--- src/rdrf_pkg.sv ---
`default_nettype none

package rdrf_pkg;

  // configuration port
  localparam int CFG_IDX_W  = 2;
  localparam int CFG_DATA_W = 32;

  localparam logic [CFG_IDX_W-1:0] REG_MIN_RSSI = 2'd0;
  localparam logic [CFG_IDX_W-1:0] REG_REPEAT   = 2'd1;

  localparam logic signed [7:0] MIN_RSSI_RST = -8'sd90;
  localparam logic [31:0]       REPEAT_RST   = 32'd10000;

  localparam int SLOT_W = 5;

  typedef enum logic [2:0] {
    OUT_WEAK     = 3'd0,
    OUT_RECENT   = 3'd1,
    OUT_REFRESH  = 3'd2,
    OUT_FILLED   = 3'd3,
    OUT_REPLACED = 3'd4
  } outcome_t;

  typedef enum logic [1:0] {
    ST_IDLE,
    ST_SCAN,
    ST_DONE
  } state_t;

  // input word
  typedef struct packed {
    logic [31:0]        device_hash;
    logic signed [7:0]  signal_dbm;
    logic [31:0]        now_ms;
  } obs_t;

  // result word
  typedef struct packed {
    logic              report;
    logic [2:0]        outcome;
    logic [SLOT_W-1:0] slot;
  } res_t;

  // one table entry
  typedef struct packed {
    logic [31:0] hash;
    logic [31:0] seen;
  } entry_t;

  // per-cell control
  typedef struct packed {
    logic shift;
    logic wr;
  } cell_ctrl_t;

endpackage

`default_nettype wire

--- src/rdrf_cell.sv ---
`default_nettype none

module rdrf_cell (
  input  wire logic                clk,
  input  wire logic                rst,
  input  wire rdrf_pkg::cell_ctrl_t ctrl,
  input  wire rdrf_pkg::entry_t    nbr,
  input  wire rdrf_pkg::entry_t    wr_data,
  output rdrf_pkg::entry_t         ent
);

  // entry register: shifts from neighbor while scanning, loads on write
  always_ff @(posedge clk) begin
    if (rst) begin
      ent <= '0;
    end else if (ctrl.shift) begin
      ent <= nbr;
    end else if (ctrl.wr) begin
      ent <= wr_data;
    end
  end

endmodule

`default_nettype wire

--- src/recent_device_report_filter_unit.sv ---
`default_nettype none

// One word at a time: it is scanned (not for a weak signal), its result is loaded once
// the output register is free, then the next word is taken. The table rotates once
// through a ring of cells past a single compare stage at cell 0, one entry per cycle.
// A waiting result sits in the output register while the next word is scanned.
// Reset (rst, synchronous, active high) empties all entries and loads register defaults.
module recent_device_report_filter_unit #(
  parameter int ENTRIES = 24
) (
  input  wire logic                               clk,
  input  wire logic                               rst,
  input  wire logic                               in_valid,
  output logic                                    in_ready,
  input  wire rdrf_pkg::obs_t                     obs,
  output logic                                    out_valid,
  input  wire logic                               out_ready,
  output rdrf_pkg::res_t                          res,
  input  wire logic                               cfg_valid,
  output logic                                    cfg_ready,
  input  wire logic [rdrf_pkg::CFG_IDX_W-1:0]     cfg_index,
  input  wire logic [rdrf_pkg::CFG_DATA_W-1:0]    cfg_data
);

  localparam int IW = $clog2(ENTRIES);
  localparam logic [IW-1:0] LAST = IW'(ENTRIES - 1);

  // configuration registers
  logic signed [7:0] min_rssi;
  logic [31:0]       repeat_ms;

  assign cfg_ready = 1'b1;

  always_ff @(posedge clk) begin
    if (rst) begin
      min_rssi  <= rdrf_pkg::MIN_RSSI_RST;
      repeat_ms <= rdrf_pkg::REPEAT_RST;
    end else if (cfg_valid) begin
      if (cfg_index == rdrf_pkg::REG_MIN_RSSI) begin
        min_rssi <= $signed(cfg_data[7:0]);
      end else if (cfg_index == rdrf_pkg::REG_REPEAT) begin
        repeat_ms <= cfg_data;
      end
    end
  end

  // controller state
  rdrf_pkg::state_t state, state_next;
  logic [IW-1:0]    cnt;
  rdrf_pkg::obs_t   cur;
  logic             low_sig;

  // scan results
  logic          found;
  logic [IW-1:0] match_idx;
  logic [31:0]   match_seen;
  logic          have_empty;
  logic [IW-1:0] empty_idx;
  logic [IW-1:0] oldest_idx;
  logic [31:0]   oldest_seen;

  // ring of cells
  rdrf_pkg::entry_t ents [ENTRIES];
  rdrf_pkg::entry_t head;
  rdrf_pkg::entry_t wr_data;
  logic [IW-1:0]    wr_idx;
  logic             wr_en;
  logic             shift;
  logic [ENTRIES-1:0] wr_vec;

  assign head = ents[0];

  for (genvar k = 0; k < ENTRIES; k++) begin : g_cell
    localparam int NXT = (k + 1) % ENTRIES;
    rdrf_pkg::cell_ctrl_t ctrl;
    assign wr_vec[k]  = wr_en && (wr_idx == IW'(k));
    assign ctrl.shift = shift;
    assign ctrl.wr    = wr_vec[k];
    rdrf_cell u_cell (
      .clk     (clk),
      .rst     (rst),
      .ctrl    (ctrl),
      .nbr     (ents[NXT]),
      .wr_data (wr_data),
      .ent     (ents[k])
    );
  end

  // result selection in the done state
  logic            recent;
  logic            load;
  rdrf_pkg::res_t  res_d;
  logic [IW-1:0]   sel_idx;
  logic [IW+rdrf_pkg::SLOT_W-1:0] slot_wide;

  assign recent    = (cur.now_ms - match_seen) < repeat_ms;
  assign slot_wide = {{rdrf_pkg::SLOT_W{1'b0}}, sel_idx};

  always_comb begin
    sel_idx = oldest_idx;
    res_d   = '0;
    if (low_sig) begin
      sel_idx       = '0;
      res_d.report  = 1'b0;
      res_d.outcome = rdrf_pkg::OUT_WEAK;
    end else if (found) begin
      sel_idx       = match_idx;
      res_d.report  = !recent;
      res_d.outcome = recent ? rdrf_pkg::OUT_RECENT : rdrf_pkg::OUT_REFRESH;
    end else if (have_empty) begin
      sel_idx       = empty_idx;
      res_d.report  = 1'b1;
      res_d.outcome = rdrf_pkg::OUT_FILLED;
    end else begin
      sel_idx       = oldest_idx;
      res_d.report  = 1'b1;
      res_d.outcome = rdrf_pkg::OUT_REPLACED;
    end
    res_d.slot = slot_wide[rdrf_pkg::SLOT_W-1:0];
  end

  assign wr_idx       = sel_idx;
  assign wr_data.hash = cur.device_hash;
  assign wr_data.seen = cur.now_ms;

  // next state and strobes
  always_comb begin
    state_next = state;
    in_ready   = 1'b0;
    shift      = 1'b0;
    load       = 1'b0;
    wr_en      = 1'b0;
    case (state)
      rdrf_pkg::ST_IDLE: begin
        in_ready = 1'b1;
        if (in_valid) begin
          state_next = ($signed(obs.signal_dbm) < min_rssi) ? rdrf_pkg::ST_DONE
                                                            : rdrf_pkg::ST_SCAN;
        end
      end
      rdrf_pkg::ST_SCAN: begin
        shift = 1'b1;
        if (cnt == LAST) begin
          state_next = rdrf_pkg::ST_DONE;
        end
      end
      rdrf_pkg::ST_DONE: begin
        if (!out_valid || out_ready) begin
          load       = 1'b1;
          wr_en      = !low_sig && !(found && recent);
          state_next = rdrf_pkg::ST_IDLE;
        end
      end
      default: begin
        state_next = rdrf_pkg::ST_IDLE;
      end
    endcase
  end

  always_ff @(posedge clk) begin
    if (rst) begin
      state <= rdrf_pkg::ST_IDLE;
    end else begin
      state <= state_next;
    end
  end

  // capture word, step counter and scan trackers
  always_ff @(posedge clk) begin
    if (rst) begin
      cnt        <= '0;
      low_sig    <= 1'b0;
      found      <= 1'b0;
      have_empty <= 1'b0;
    end else if (state == rdrf_pkg::ST_IDLE && in_valid) begin
      cur        <= obs;
      low_sig    <= $signed(obs.signal_dbm) < min_rssi;
      cnt        <= '0;
      found      <= 1'b0;
      have_empty <= 1'b0;
    end else if (shift) begin
      cnt <= (cnt == LAST) ? '0 : cnt + 1'b1;
      if (!found && head.hash == cur.device_hash) begin
        found      <= 1'b1;
        match_idx  <= cnt;
        match_seen <= head.seen;
      end
      if (!have_empty && head.hash == 32'd0) begin
        have_empty <= 1'b1;
        empty_idx  <= cnt;
      end
      if (cnt == '0 || head.seen < oldest_seen) begin
        oldest_idx  <= cnt;
        oldest_seen <= head.seen;
      end
    end
  end

  // output register
  always_ff @(posedge clk) begin
    if (rst) begin
      out_valid <= 1'b0;
    end else if (load) begin
      out_valid <= 1'b1;
    end else if (out_ready) begin
      out_valid <= 1'b0;
    end
  end

  always_ff @(posedge clk) begin
    if (load) begin
      res <= res_d;
    end
  end

`ifndef SYNTHESIS
  a_scan_ends: assert property (@(posedge clk) disable iff (rst)
    (state == rdrf_pkg::ST_SCAN && cnt == LAST) |=> state == rdrf_pkg::ST_DONE)
    else $error("scan did not end after a full rotation");

  a_wr_done: assert property (@(posedge clk) disable iff (rst)
    wr_en |-> (state == rdrf_pkg::ST_DONE && !shift))
    else $error("table write outside done state");

  a_wr_one: assert property (@(posedge clk) disable iff (rst)
    $onehot0(wr_vec))
    else $error("more than one cell written");

  a_report: assert property (@(posedge clk) disable iff (rst)
    out_valid |-> (res.report == (res.outcome == rdrf_pkg::OUT_REFRESH ||
                                  res.outcome == rdrf_pkg::OUT_FILLED ||
                                  res.outcome == rdrf_pkg::OUT_REPLACED)))
    else $error("report flag disagrees with outcome");
`endif

endmodule

`default_nettype wire

--- config.mk ---
export PLATFORM = sky130hd
export DESIGN_NAME = recent_device_report_filter_unit
export DESIGN_NICKNAME = d
export VERILOG_FILES = /design/src/rdrf_pkg.sv /design/src/rdrf_cell.sv /design/src/recent_device_report_filter_unit.sv
export SDC_FILE = /design/constraint.sdc
export NUM_CORES = 2
export LEC_CHECK = 0
export ABC_AREA = 1
export BUFFER_PORTS_ARGS = -buffer_cell sky130_fd_sc_hd__buf_2
export CORE_UTILIZATION = 46
export CTS_CLUSTER_SIZE = 10
export DETAILED_ROUTE_END_ITERATION = 6
export GPL_ROUTABILITY_DRIVEN = 0
export PLACE_DENSITY = 0.69
export SYNTH_ARGS = -nofsm -noshare
export SYNTH_HDL_FRONTEND = slang
export SYNTH_SLANG_ARGS = --single-unit
--- constraint.sdc ---
create_clock -name clk -period 4.7 [get_ports clk]
set_input_delay 0.94 -clock clk [delete_from_list [all_inputs] [get_ports clk]]
set_output_delay 0.94 -clock clk [all_outputs]
set_load 0.02 [all_outputs]
Word-level counts from Yosys, hierarchy flattened. Cells that the tools add are included.

Flip-flop bits (word level): 1739. Bits in latches: 0. Bits in writable memories: 0. Bits in read-only memories: 0. Input bits: 111. Output and inout bits: 12. Word-level logic and storage cells: 250. Memories: 0.

Add/sub/neg operators: 2. Multipliers: 0. Divide/modulo/power cells: 0. $lt $le $gt $ge: 3. Eq/ne operators: 31. Shift operators: 0. Multiplexer cells: 68. Bitwise operators: 3. Reductions and logical operators: 77.

Operator list (count): $mux 64 (48); $lt 32x32->1 (2); $reduce_bool 2->1 (25); $eq 5x5->1 const B (9); $eq 5x4->1 const B (8); $eq 32x32->1 (1); $logic_not 32->1 (1); $sub 32x32->32 (1); $logic_and 1x1->1 (29); $eq 5x3->1 const B (4); $mux 5 (4); $reduce_and 4->1 (3); $eq 5x2->1 const B (2); $logic_not 5->1 (2); $mux 2 (5); $lt 8x8->1 (1); $mux 1 (8); $reduce_and 2->1 (4); $logic_not 1->1 (6); $ne 2x2->1 const B (3); $pmux 2 s3 (1); $reduce_and 3->1 (2); $add 5x1->5 const B (1); $eq 5x1->1 const B (1); other kinds (8) (13).

Longest topological paths before layout.
Depth after elaboration: 10. Mapped depth: 30. Depth with buffers taken out: 27.

Modules after synthesis. Synthesis repeated with hierarchy kept, for this count alone.

Cells, all modules: 12803. Area, all modules: 87124.8 um2.

By module, submodules not included: rdrf_cell (instances 24, cells each 483, area an instance 3166.8 um2, sequential area each 1281.2 um2); recent_device_report_filter_unit (instances 1, cells each 1211, area an instance 11121.9 um2, sequential area each 5585.4 um2).

Worst setup path after synthesis. Ideal clock, no wire load.

Path kind: input to register. Start: input port in_valid. End: register cur[0] (netlist name), enable pin. Setup time: 488 ps. Data arrival time: 3729 ps. Data required time: 4212 ps. Slack: 483 ps. Cell stages on the path: 2. Path buffers: 0. Path through: nand2_1 nor2_1.

Cells in the longest elaborated chain, start to end: 2.

RTL lines: start: declaration (line recent_device_report_filter_unit.sv:13) `input wire logic in_valid,`; $logic_and 1x1->1 (line recent_device_report_filter_unit.sv:175) `end else if (state == rdrf_pkg::ST_IDLE && in_valid) begin`; $reduce_and 2->1 (no line); end signal: assignment (line recent_device_report_filter_unit.sv:176) `cur <= obs;`; end: declaration (line recent_device_report_filter_unit.sv:50) `rdrf_pkg::obs_t cur;`.

Every way passes these cells. A chain may end at the register's enable or synchronous reset.

Worst setup path after layout.
Start: register cur[23] (netlist name). End: register g_cell[16].u_cell.ent[5] (netlist name).

Cells in the longest elaborated chain, start to end: 9.

RTL lines: $sub 32x32->32 (line recent_device_report_filter_unit.sv:96) `assign recent = (cur.now_ms - match_seen) < repeat_ms;`; $lt 32x32->1 (line recent_device_report_filter_unit.sv:96); $logic_and 1x1->1 (line recent_device_report_filter_unit.sv:150) `wr_en = !low_sig && !(found && recent);`; $logic_not 1->1 (line recent_device_report_filter_unit.sv:150); $logic_and 1x1->1 (line recent_device_report_filter_unit.sv:150); $mux 1 (line recent_device_report_filter_unit.sv:148) `if (!out_valid || out_ready) begin`; $mux 1 (line recent_device_report_filter_unit.sv:133) `case (state)`; $logic_and 1x1->1 (line recent_device_report_filter_unit.sv:76) `assign wr_vec[k] = wr_en && (wr_idx == IW'(k));`; $reduce_bool 2->1 (no line); end signal: assignment (line rdrf_cell.sv:17) `ent <= nbr;`; end signal: assignment (line rdrf_cell.sv:19) `ent <= wr_data;`; end: declaration (line rdrf_cell.sv:9) `output rdrf_pkg::entry_t ent`.

Every way passes these cells.

==> reports/qor.yml <==
floorplanning:
  die_x_um: 437
  start_util_pct: 46.4
  die-area_sq_um: 191000
  die_height_um: 437
  num_rows: 159
  core_area_sq_um: 188000
  io-pin-count: 123
synth:
  ys.flop_type: "dfxtp_1"
  synthCells: 13100
  synth.distinct_cells: 43
  synth_area_per_cell_sq_um: 6.64
  synth.area.top_cells: "dfxtp_1 (36%), a21oi_1 (9.4%), o21ai_0 (9.2%)"
  syn_area_sq_um: 87000
  syn_nets: 13300
  async_reset_ff_share_pct: 0
  synth_edf_count: 152
  yosysMostFrequentCell: "nand2_1"
  synth_common_cells: "nand2_1 (1,771), inv_1 (1,718), a21oi_1 (1,640)"
  yosys_warnings: 0
  seq_area_frac_synth_pct: 41.7
  synth_top_area_share_pct: 36.5
  synth_area_leader_cell: "dfxtp_1"
  ys_ff_latch: 1739
drt:
  drtAntennaViolNets: 0
  routed_via_density: 5.46
  via_count: 81900
  wl_per_cell_um: 16.5
  drcViolationCount: 18
  wirelength_mm: 247
  drtIter0Drc: 7847
  dr.pass1.iters: 7
placed_design:
  dp.cells: 14700
  place_hpwl_mm: 135
  pre_cts_ws_ns: 0.287
  io_buffer_count: 121
clock_tree:
  clock_sinks: 1739
  clk_pin_slew_worst_paths_ns: 0.06
  cts_tree: "built"
  numCtsBuffers: 194
  clk_latency_ns: 0.84
  cts_max_level: 4
  cts_max_path_buffers: 3
  hold_buffers: 0
  cts-root-buf: "clkbuf_16"
status:
  status: "complete, but fails checks"
  violations: "design-rule violations"
layout:
  nets: 12700
  area_growth_pct: 8.01
  fin_cells: 15000
  postLayoutCoreUtil_pct: 50.1
  drive_above_1_share_pct: 4.44
critical_path:
  path_class: "reg -> reg"
  crit-reg2reg-launch: "cur[23]$_DFFE_PP_"
  cp_cell_sequence: "ha_1 > a21oi_1 > a21boi_0 > o221ai_1 > a21oi_1 > nand2_1 > xor2_1 > ha_1 > nand2_1 > nor2_2 > nand2_1 > nor2_1 > nand2_1 > nand3_1 > nor2_1 > nand2_2 > buf_12 > nand4_1 > clkbuf_16 > a21oi_1 > nor2_1"
  reg2reg_depth: 21
  cp_top_family: "compound AO/OA/AOI/OAI gates"
  cpMostUsedCell: "nand2_1"
  critPathBufInv: 2
  slowest_delay_ns: 0.51
  cp-start-kind: "flip-flop"
  r2r-end: "g_cell[16].u_cell.ent[5]$_SDFFE_PP0P_"
  reg2reg_slack_ns: 0.22
  critical_path_peak_fanout: 51
  required_ns: 5.41
  cp_slowest_cell: "edfxtp_1"
  arrival_ns: 5.20
  cp-end-kind: "flip-flop"
pwr:
  p_per_area_nw_per_um2: 698
  peakVddDrop_uv: 718
  leakagePower_nw: 43.9
worst_hold_path:
  hp-start: "obs[19]"
  whs_endpoint: "cur[19]$_DFFE_PP_"
  hold_depth: 1
  hold_class: "in -> reg"
sta:
  finalCritPeriodShare_pct: 95.3
  skew_ns: 0.0263
  slew_headroom_pct: 18.9
  final-max-slew-violation-count: 0
  fin_crit_ns: 4.48
  setup_slack_ns: 0.219
  hold_viol_final: 0
  grt_setup_unrepaired: "true"
  tightestPinTransition_ns: 1.21
  setup_viol: 0
  max_freq_mhz: 223
global_routing:
  grt_pass1_vias: 74600
  grt_usage_pct: 23.4
  grt_max_degree: 254
  grt_pass1_wl_mm: 375
  antenna_found_initial: 6
  grt-ovfl-total: 0
job:
  maxCapViolCount: 0
==> worst max path at each step <==
stage                           start                                endpoint  slack (ns)  depth (start not counted)
floorplan                    in_valid                        cur[0]$_DFFE_PP_        0.48                          2
global route         cur[0]$_DFFE_PP_   g_cell[19].u_cell.ent[1]$_SDFFE_PP0P_       -0.05                         28
finish              cur[23]$_DFFE_PP_   g_cell[16].u_cell.ent[5]$_SDFFE_PP0P_        0.22                         21
global placement     cur[0]$_DFFE_PP_  g_cell[22].u_cell.ent[37]$_SDFFE_PP0P_        0.37                         25
CTS                  cur[3]$_DFFE_PP_   g_cell[16].u_cell.ent[5]$_SDFFE_PP0P_        0.26                         24
detailed placement   cur[3]$_DFFE_PP_  g_cell[19].u_cell.ent[57]$_SDFFE_PP0P_        0.29                         23
==> where the power goes <==
| part | internal, mW | switching (mW) |
|---|---|---|
| clock network | 7.59 | 6.02 |
| logic | 10.2 | 19.0 |
| registers | 21.1 | 1.79 |
| total | 38.8 | 26.8 |
==> layer usage <==
layer  global-route usage [%]  part of all wire (%)  up-vias
li1                         -                     -    40700
met1                     29.7                    43    38600
met2                     40.7                    48     2200
met3                     2.88                   5.9      446
met4                     8.40                   3.7        0
met5                        0                     0        -
==> sequential cells by signal (all words and copies together), names as in the netlist <==
signal / flops
cnt: 5
cur: 64
empty_idx: 5
found: 1
g_cell.u_cell.ent: 1536
have_empty: 1
low_sig: 1
match_idx: 5
match_seen: 32
min_rssi: 8
oldest_idx: 5
oldest_seen: 32
out_valid: 1
repeat_ms: 32
res: 9
state: 2
==> cell type report <==
class / instances / area [sq um]
diodes: 3 / 7.51
clock buffers: 242 / 5130
clock inverters: 13 / 168
fillers: 18600 / 93800
inverters: 1724 / 6490
multi-input cells: 8478 / 39500
flip-flops and latches: 1739 / 36300
well taps: 2495 / 3120
repair buffers: 314 / 3310
==> logic make-up after synthesis <==
group | Yosys count | synth area share (%)
adder cells (fa/ha/maj) | 103 | 1.49
buffers and inverters | 2899 | 13.0
flip-flops | 1739 | 41.7
AND/OR/NAND/NOR | 5030 | 24.2
AO/OA/AOI/OAI | 3301 | 19.2
XOR/XNOR | 43 | 0.433
other | 1 | 0.00431
==> worst reg2reg max path, stage by stage (launching register included) <==
cell and delay (ns):
edfxtp_1 0.51, ha_1 0.43, a21oi_1 0.23, a21boi_0 0.35, o221ai_1 0.20, a21oi_1 0.17, nand2_1 0.12, xor2_1 0.18
ha_1 0.28, nand2_1 0.06, nor2_2 0.09, nand2_1 0.10, nor2_1 0.10, nand2_1 0.07, nand3_1 0.07, nor2_1 0.05
nand2_2 0.09, buf_12 0.16, nand4_1 0.22, clkbuf_16 0.33, a21oi_1 0.49, nor2_1 0.08
==> metrics by stage <==
stage / hold WS (ns) / instance area (sq um) / TNS, ns / total power, mW
6_report: 0.269 / 94000 / 0 / 65.6
5_1_grt: 0.239 / 94000 / -1.12 / 71.4
4_1_cts: 0.221 / 93400 / 0 / 65.7
3_5_place_dp: 0.453 / 88100 / 0 / 52.0
3_3_place_gp: 0.448 / 88100 / 0 / 51.0
2_1_floorplan: 0.424 / 87000 / 0 / 46.3
==> timing repair <==
| action | CTS | global route |
|---|---|---|
| buffers inserted | 0 | 23 |
| endpoints found under the setup margin | 0 | 1393 |
| gates resized for setup | 0 | 56 |
==> cells in the final DEF, fill, tap and decap left out, types with 9 or more instances in the layout <==
cell type,Yosys,routed
buf_2,344,121
nand3_1,1574,1572
o211ai_1,12,12
buf_12,0,77
nor2_1,1606,1602
dfxtp_1,1587,1587
nor3_1,15,15
buf_4,2,93
xor2_1,33,33
clkbuf_16,0,210
o21ai_0,1602,1602
xnor2_1,10,10
clkbuf_1,709,43
nand4_1,43,43
a21oi_1,1640,1634
inv_1,1718,1718
nand2_1,1771,1770
edfxtp_1,152,152
a21o_1,9,9
ha_1,102,102
Note: power is estimated with default switching activity, not from simulation.
